File: config.mk
export PLATFORM = sky130hd
export DESIGN_NAME = touch_long_press_detector_core
export DESIGN_NICKNAME = d
export VERILOG_FILES = /design/src/hw/rtl/tlpd_pkg.sv /design/src/hw/rtl/touch_long_press_detector_core.sv /design/src/hw/rtl/tlpd_in_stage.sv /design/src/hw/rtl/tlpd_tracker.sv
export SDC_FILE = /design/constraint.sdc
export NUM_CORES = 1
export LEC_CHECK = 0
export BUFFER_PORTS_ARGS = -buffer_cell sky130_fd_sc_hd__buf_2
export CAP_MARGIN = 20
export CORE_MARGIN = 5
export CORE_UTILIZATION = 35
export DETAILED_ROUTE_END_ITERATION = 6
export SLEW_MARGIN = 20
export SYNTH_ARGS = -nofsm -noshare
export SYNTH_HDL_FRONTEND = slang
export SYNTH_SLANG_ARGS = --single-unit
File: constraint.sdc
create_clock -name clk -period 3.2 [get_ports clk]
set_clock_uncertainty 0.2 [all_clocks]
set_input_delay 0.48 -clock clk [delete_from_list [all_inputs] [get_ports clk]]
set_output_delay 0.48 -clock clk [all_outputs]
set_load 0.05 [all_outputs]
File: src/hw/rtl/tlpd_pkg.sv
`timescale 1ns / 1ps

package tlpd_pkg;

    // Configuration register indexes
    localparam logic [1:0] CFG_POLL_INTERVAL = 2'd0;
    localparam logic [1:0] CFG_LONG_TOUCH    = 2'd1;
    localparam logic [1:0] CFG_INIT_TIMEOUT  = 2'd2;

    localparam int CFG_WIDTH = 16;

    // Register values after reset
    localparam logic [CFG_WIDTH-1:0] POLL_INTERVAL_RESET = 16'd100;
    localparam logic [CFG_WIDTH-1:0] LONG_TOUCH_RESET    = 16'd3000;
    localparam logic [CFG_WIDTH-1:0] INIT_TIMEOUT_RESET  = 16'd2500;

    typedef enum logic [1:0] {
        PH_IDLE  = 2'd0,
        PH_WAIT  = 2'd1,
        PH_READY = 2'd2
    } phase_t;

    typedef enum logic [1:0] {
        CLS_RESET   = 2'd0,
        CLS_TOUCH   = 2'd1,
        CLS_NOTOUCH = 2'd2,
        CLS_ATIERR  = 2'd3
    } class_t;

    typedef struct packed {
        logic start_req;
        logic read_ok;
        logic status_noise;
        logic cal_running;
        logic cal_error;
        logic pad_touch;
    } item_t;

    typedef struct packed {
        logic       long_touch_event;
        logic [1:0] touch_class;
        logic [1:0] phase;
        logic       init_done;
        logic       init_timed_out;
    } result_t;

    typedef struct packed {
        logic [CFG_WIDTH-1:0] poll_interval_ms;
        logic [CFG_WIDTH-1:0] long_touch_ms;
        logic [CFG_WIDTH-1:0] init_timeout_ms;
    } cfg_t;

endpackage

File: src/hw/rtl/touch_long_press_detector_core.sv
`timescale 1ns / 1ps
// Path: an item is held in the input register, then its result in the result register.
// Throughput: one item per cycle while result_ready keeps the result slot free;
// the tracker state updates in a single pass.
// Reset: rst_n clears all timers, phase, class and valid bits at once and loads
// the register defaults (poll 100, hold 3000, timeout 2500).

module touch_long_press_detector_core #(
    parameter int TIMER_WIDTH = 16
) (
    input  logic              clk,
    input  logic              rst_n,
    input  logic              item_valid,
    output logic              item_ready,
    input  tlpd_pkg::item_t   item,
    output logic              result_valid,
    input  logic              result_ready,
    output tlpd_pkg::result_t result,
    input  logic              cfg_we,
    input  logic [1:0]        cfg_index,
    input  logic [15:0]       cfg_wdata
);
    import tlpd_pkg::*;

    logic    stage_valid;
    item_t   stage_item;
    logic    advance;
    result_t step_result;
    cfg_t    cfg_reg;
    logic    result_valid_reg;
    result_t result_reg;

    // Move the held item through when the result slot is free
    assign advance = stage_valid && (!result_valid_reg || result_ready);

    tlpd_in_stage u_in_stage (
        .clk         (clk),
        .rst_n       (rst_n),
        .item_valid  (item_valid),
        .item_ready  (item_ready),
        .item        (item),
        .advance     (advance),
        .stage_valid (stage_valid),
        .stage_item  (stage_item)
    );

    tlpd_tracker #(
        .TIMER_WIDTH (TIMER_WIDTH)
    ) u_tracker (
        .clk     (clk),
        .rst_n   (rst_n),
        .advance (advance),
        .item    (stage_item),
        .cfg     (cfg_reg),
        .result  (step_result)
    );

    // Write configuration registers
    always_ff @(posedge clk or negedge rst_n)
    begin
        if (!rst_n)
        begin
            cfg_reg.poll_interval_ms <= POLL_INTERVAL_RESET;
            cfg_reg.long_touch_ms    <= LONG_TOUCH_RESET;
            cfg_reg.init_timeout_ms  <= INIT_TIMEOUT_RESET;
        end
        else if (cfg_we)
        begin
            case (cfg_index)
                CFG_POLL_INTERVAL: cfg_reg.poll_interval_ms <= cfg_wdata;
                CFG_LONG_TOUCH:    cfg_reg.long_touch_ms    <= cfg_wdata;
                CFG_INIT_TIMEOUT:  cfg_reg.init_timeout_ms  <= cfg_wdata;
                default:           cfg_reg                  <= cfg_reg;
            endcase
        end
    end

    // Hold result valid until the transfer completes
    always_ff @(posedge clk or negedge rst_n)
    begin
        if (!rst_n)
        begin
            result_valid_reg <= 1'b0;
        end
        else if (advance)
        begin
            result_valid_reg <= 1'b1;
        end
        else if (result_ready)
        begin
            result_valid_reg <= 1'b0;
        end
    end

    // Capture the result payload
    always_ff @(posedge clk)
    begin
        if (advance)
        begin
            result_reg <= step_result;
        end
    end

    assign result_valid = result_valid_reg;
    assign result       = result_reg;

endmodule

File: src/hw/rtl/tlpd_in_stage.sv
`timescale 1ns / 1ps

module tlpd_in_stage (
    input  logic            clk,
    input  logic            rst_n,
    input  logic            item_valid,
    output logic            item_ready,
    input  tlpd_pkg::item_t item,
    input  logic            advance,
    output logic            stage_valid,
    output tlpd_pkg::item_t stage_item
);
    import tlpd_pkg::*;

    logic  valid_reg;
    logic  valid_next;
    item_t item_reg;

    // Take a new transfer when empty or when the held item moves on
    assign item_ready = !valid_reg || advance;

    always_comb
    begin
        valid_next = valid_reg;
        if (item_ready)
        begin
            valid_next = item_valid;
        end
    end

    // Hold the control bit under reset
    always_ff @(posedge clk or negedge rst_n)
    begin
        if (!rst_n)
        begin
            valid_reg <= 1'b0;
        end
        else
        begin
            valid_reg <= valid_next;
        end
    end

    // Capture the payload on every accepted transfer
    always_ff @(posedge clk)
    begin
        if (item_valid && item_ready)
        begin
            item_reg <= item;
        end
    end

    assign stage_valid = valid_reg;
    assign stage_item  = item_reg;

endmodule

File: src/hw/rtl/tlpd_tracker.sv
`timescale 1ns / 1ps

module tlpd_tracker #(
    parameter int TIMER_WIDTH = 16
) (
    input  logic              clk,
    input  logic              rst_n,
    input  logic              advance,
    input  tlpd_pkg::item_t   item,
    input  tlpd_pkg::cfg_t    cfg,
    output tlpd_pkg::result_t result
);
    import tlpd_pkg::*;

    // Compare width covers both the timers and the 16-bit registers
    localparam int CW = (TIMER_WIDTH > CFG_WIDTH) ? TIMER_WIDTH : CFG_WIDTH;

    phase_t                 phase_reg, phase_next;
    class_t                 class_reg, class_next;
    logic                   long_reported_reg, long_reported_next;
    logic [TIMER_WIDTH-1:0] since_start_reg, since_start_next;
    logic [TIMER_WIDTH-1:0] since_poll_reg, since_poll_next;
    logic [TIMER_WIDTH-1:0] press_reg, press_next;

    logic [TIMER_WIDTH-1:0] since_start_inc, since_poll_inc, press_inc;
    logic [CW-1:0]          start_cmp, poll_cmp, press_cmp;
    logic [CW-1:0]          timeout_cmp, interval_cmp, hold_cmp;
    logic                   calib_clean;
    logic                   done, timed_out, poll;
    logic                   event_fire;
    class_t                 polled_class;

    // Saturating elapsed-tick counters
    assign since_start_inc = (since_start_reg == '1) ? since_start_reg : since_start_reg + 1'b1;
    assign since_poll_inc  = (since_poll_reg == '1) ? since_poll_reg : since_poll_reg + 1'b1;
    assign press_inc       = (press_reg == '1) ? press_reg : press_reg + 1'b1;

    assign start_cmp    = CW'(since_start_inc);
    assign poll_cmp     = CW'(since_poll_inc);
    assign press_cmp    = CW'(press_inc);
    assign timeout_cmp  = CW'(cfg.init_timeout_ms);
    assign interval_cmp = CW'(cfg.poll_interval_ms);
    assign hold_cmp     = CW'(cfg.long_touch_ms);

    assign calib_clean = item.read_ok && !item.status_noise && !item.cal_running;

    // Next phase, wait exit and poll timing
    always_comb
    begin
        phase_next       = phase_reg;
        since_start_next = since_start_inc;
        since_poll_next  = since_poll_inc;
        done             = 1'b0;
        timed_out        = 1'b0;
        poll             = 1'b0;
        if (item.start_req)
        begin
            phase_next       = PH_WAIT;
            since_start_next = '0;
        end
        else
        begin
            case (phase_reg)
                PH_WAIT:
                begin
                    if (calib_clean)
                    begin
                        done = 1'b1;
                    end
                    else if (start_cmp > timeout_cmp)
                    begin
                        done      = 1'b1;
                        timed_out = 1'b1;
                    end
                    if (done)
                    begin
                        phase_next      = PH_READY;
                        since_poll_next = '0;
                    end
                end
                PH_READY:
                begin
                    if (poll_cmp >= interval_cmp)
                    begin
                        poll            = 1'b1;
                        since_poll_next = '0;
                    end
                end
                default:
                begin
                    phase_next = PH_IDLE;
                end
            endcase
        end
    end

    // Classify the poll and track the hold
    always_comb
    begin
        if (!item.read_ok)
        begin
            polled_class = class_reg;
        end
        else if (item.cal_error)
        begin
            polled_class = CLS_ATIERR;
        end
        else if (item.pad_touch)
        begin
            polled_class = CLS_TOUCH;
        end
        else
        begin
            polled_class = CLS_NOTOUCH;
        end

        class_next         = class_reg;
        long_reported_next = long_reported_reg;
        press_next         = press_inc;
        event_fire         = 1'b0;
        if (poll)
        begin
            class_next = polled_class;
            case (class_reg)
                CLS_RESET, CLS_NOTOUCH:
                begin
                    if (polled_class == CLS_TOUCH)
                    begin
                        press_next = '0;
                    end
                end
                CLS_TOUCH:
                begin
                    if (polled_class == CLS_TOUCH)
                    begin
                        if (press_cmp >= hold_cmp && !long_reported_reg)
                        begin
                            long_reported_next = 1'b1;
                            event_fire         = 1'b1;
                        end
                    end
                    else if (polled_class == CLS_NOTOUCH)
                    begin
                        long_reported_next = 1'b0;
                    end
                end
                default:
                begin
                    press_next = press_inc;
                end
            endcase
        end
    end

    // Drive the result of this tick
    always_comb
    begin
        result.long_touch_event = event_fire;
        result.touch_class      = class_next;
        result.phase            = phase_next;
        result.init_done        = done;
        result.init_timed_out   = timed_out;
    end

    // Advance the state once per item
    always_ff @(posedge clk or negedge rst_n)
    begin
        if (!rst_n)
        begin
            phase_reg         <= PH_IDLE;
            class_reg         <= CLS_RESET;
            long_reported_reg <= 1'b0;
            since_start_reg   <= '0;
            since_poll_reg    <= '0;
            press_reg         <= '0;
        end
        else if (advance)
        begin
            phase_reg         <= phase_next;
            class_reg         <= class_next;
            long_reported_reg <= long_reported_next;
            since_start_reg   <= since_start_next;
            since_poll_reg    <= since_poll_next;
            press_reg         <= press_next;
        end
    end

endmodule
==> run metrics <==
status finished, violations left; failing checks setup timing; main area contributors after synthesis dfrtp_1, ha_1, mux2_2, dfstp_2, edfxtp_1; clock power share 34.9%; Final period util 106%; WHS Path Cells 1; critical path depth 13; RSZ-0062 raised after global routing yes; CP Capture Type register; worst skew pair latency 0.42 ns; worst r2r path cells 13; core area ~20000 µm²; Arr. time, crit path around 3.5 ns; headroom to the max-slew limit 43.0%; Via density around 4.9; placed cell areas around 8600 µm²; worst-path fanout max 16; Worst path top cell family by delay compound AO/OA/AOI/OAI gates; number of synthesized flops with an enable pin 13; CTS tree built; FF+latch count, synth 116; Crit-path slowest cell dfrtp_1; sequential fraction of the synthesis area 41.6%; post-route insts no fill roughly 1200; Int Power ~3500 µW; most used cell, CP nand4_1; grt ovf 0; Switching Share approximately a third; die area between 20000 and 25000 µm²; maximum vdd drop 0.385 mV; antenna diode count 0; Max Cap Viol 0; vias between 5000 and 6000; critical path buffer and inverter count 1; CP required 3.28 ns; Primary FF master, synth dfrtp_1; worst setup margin -0.186 ns; Synth top area share 30.7%; asr flop ratio synth 88.8%; # setup viols final 39; Tmin final ~3.4 ns; HP Class in2reg; DRT Pass-1 Iters 5; Num CTS Buffers 17; CP Launch Type register; PortBufs 37; Syn. warnings 0; Synth Instances roughly 750; Worst-Margin Slew 0.852 ns; Post-DRT Antenna Nets 0; vias in the first global route ~6000; mapped cell area 7180 µm²; post-DP HPWL between 10000 and 15000 µm; Fin. Hold Viols 0; # rows 52; first-pass GRT wire length around 30000 µm; Tot GR Track Use 15.7%; FMAX between 0.2 and 0.3 GHz; max reg flops 48; Design Area, Final 9720 µm²; worst hold margin 0.0308 ns; Crit Path Class reg2reg; NetSw 1640 µW; Lkg Pwr roughly 0.0044 µW; largest net degree at the start of global routing 60; sequence of cells on the critical path ha_2, nand4_1, o311a_1, and3_4, xor2_1, ha_1, nand4_1, nor4_4, a21bo_1, a31o_2, a31oi_4, buf_12, a311oi_1; Cell variety after synth 66; register share of total power a little over a third; initial detailed-routing violation count ~270; Die X ~150 µm; synth-to-layout area growth 35.4%; Final Max Tran Viols 0; initial antenna violation count 0; Max stage delay on crit path roughly 0.35 ns; clk buf depth 2; I/O pin total 38; NumNets Final about 1000; power per cell area ~530 nW/µm²; H-tree depth 4; mean area per synthesized cell approximately 9.6 µm²; Gate power share between 20 and 30%; Synth area leader dfrtp_1; Chip Height about 150 µm; placed insts around 1100; clock-pin transition on the worst setup and hold timing paths roughly 0.06 ns; share of cells above drive strength 1 between 30% and 40%; drt total wl between 15000 and 20000 µm; Post-route DRC 0; r2r setup slk -0.19 ns; Initial Utilization a little over a third; DR WL/cell approximately 15 µm; syn nets 830; Sink Count approximately 120; Clock Tree Root clkbuf_16; Placer Congestion around 0.82; total power 5150 µW
==> worst paths after layout <==
check,startpoint,end
min in group asynchronous,rst_n,u_tracker.press_reg[8]$_DFFE_PN0P_
max in group asynchronous,rst_n,cfg_reg[6]$_DFFE_PN1P_
worst max register to register,u_tracker.since_start_reg[1]$_DFFE_PN0P_,u_tracker.since_poll_reg[13]$_DFFE_PN0P_
worst max-delay path,u_tracker.since_start_reg[1]$_DFFE_PN0P_,u_tracker.since_poll_reg[13]$_DFFE_PN0P_
worst min register to register,u_in_stage.stage_valid$_DFFE_PN0N_,result_valid$_DFFE_PN0P_
worst min-delay path,item[3],u_in_stage.stage_item[3]$_DFFE_PP_
==> cell usage in the layout, fill, tap and decap left out, types with 6 or more instances in the layout <==
cell	netlist	routed
xor2_1	17	15
a31oi_1	8	6
nor2_2	10	18
a21oi_2	2	7
nor2_1	45	36
nand4_1	15	15
dfstp_2	15	15
nor2b_1	8	7
a21oi_1	40	30
buf_4	4	121
a22o_1	8	8
buf_2	6	36
nor3_1	13	7
buf_6	1	11
dfrtp_1	88	87
clkbuf_16	0	18
xnor2_1	26	25
clkinvlp_4	0	6
mux2_2	37	36
o21ai_1	14	15
o21ai_2	0	7
ha_1	54	50
inv_1	65	65
nand2_1	74	69
nand3_1	26	20
o21ai_0	37	29
o31ai_1	7	6
edfxtp_1	13	13
==> worst register-to-register path, cell delays in order (launching register included) <==
cell,delay [ns]
dfrtp_1,0.35
ha_2,0.19
nand4_1,0.17
o311a_1,0.35
and3_4,0.19
xor2_1,0.16
ha_1,0.32
nand4_1,0.17
nor4_4,0.19
a21bo_1,0.26
a31o_2,0.24
a31oi_4,0.22
buf_12,0.18
a311oi_1,0.06
==> synth_stat cells (8+ instances only) <==
master and number:
dfrtp_1 88, nand2_1 74, inv_1 65, ha_1 54, nor2_1 45, a21oi_1 40
mux2_2 37, o21ai_0 37, nand3_1 26, xnor2_1 26, xor2_1 17, clkbuf_1 16
dfstp_2 15, nand4_1 15, o21ai_1 14, edfxtp_1 13, nor3_1 13, and3_1 10
nor2_2 10, a22o_1 8, a31oi_1 8, and4_1 8, nand2b_1 8, nor2b_1 8
==> area by class of cell <==
class / count / area, µm²
flip-flops and latches: 116 / 2990
well taps: 270 / 338
clock buffers: 21 / 482
inverters: 66 / 248
repair buffers: 174 / 1310
fillers: 1873 / 10500
clock inverters: 11 / 77.6
multi-input cells: 537 / 4270
==> power groups by stage <==
stage                     sequential (µW)  clock, µW  combinational [µW]
after floorplan                      1880          0                 849
after global placement               1860          0                1330
after detailed placement             1860          0                1360
after CTS                            1840       1830                1440
after global routing                 1870       1890                1700
final                                1840       1800                1520
==> stage by stage <==
stage | TNS, ns | util, % | setup WS [ns]
finish | -4.12 | 48.0 | -0.186
CTS | -2.99 | 46.6 | -0.147
global route | -11.37 | 48.0 | -0.385
detailed placement | -4.29 | 42.7 | -0.199
global placement | -2.99 | 42.7 | -0.167
floorplan | -0.675 | - | -0.0618
==> kinds of logic after synthesis <==
family                   share of synthesized area, %
flip-flops                                       41.6
multiplexers                                     7.27
AO/OA/AOI/OAI                                    13.4
XOR/XNOR                                         5.25
buffers and inverters                            5.35
adder cells (fa/ha/maj)                          9.41
AND/OR/NAND/NOR                                  17.7
==> layer usage <==
layer / wire length, µm / track usage [%] / up-vias
met5: 0 / 0 / -
met4: 190 / 3.31 / 0
met3: 577 / 3.90 / 15
met2: 8730 / 26.0 / 72
met1: 8450 / 21.0 / 2848
li1: - / - / 2966
==> repair_timing <==
| item | CTS | global route |
|---|---|---|
| endpoints found under the hold margin | 39 | 0 |
| pin swaps | 20 | 23 |
| setup endpoints to repair | 40 | 44 |
| hold buffers | 1 | 0 |
| buffers inserted | 9 | 7 |
| gates resized for setup | 41 | 56 |
No activity file was read; power rests on OpenSTA's default activity.
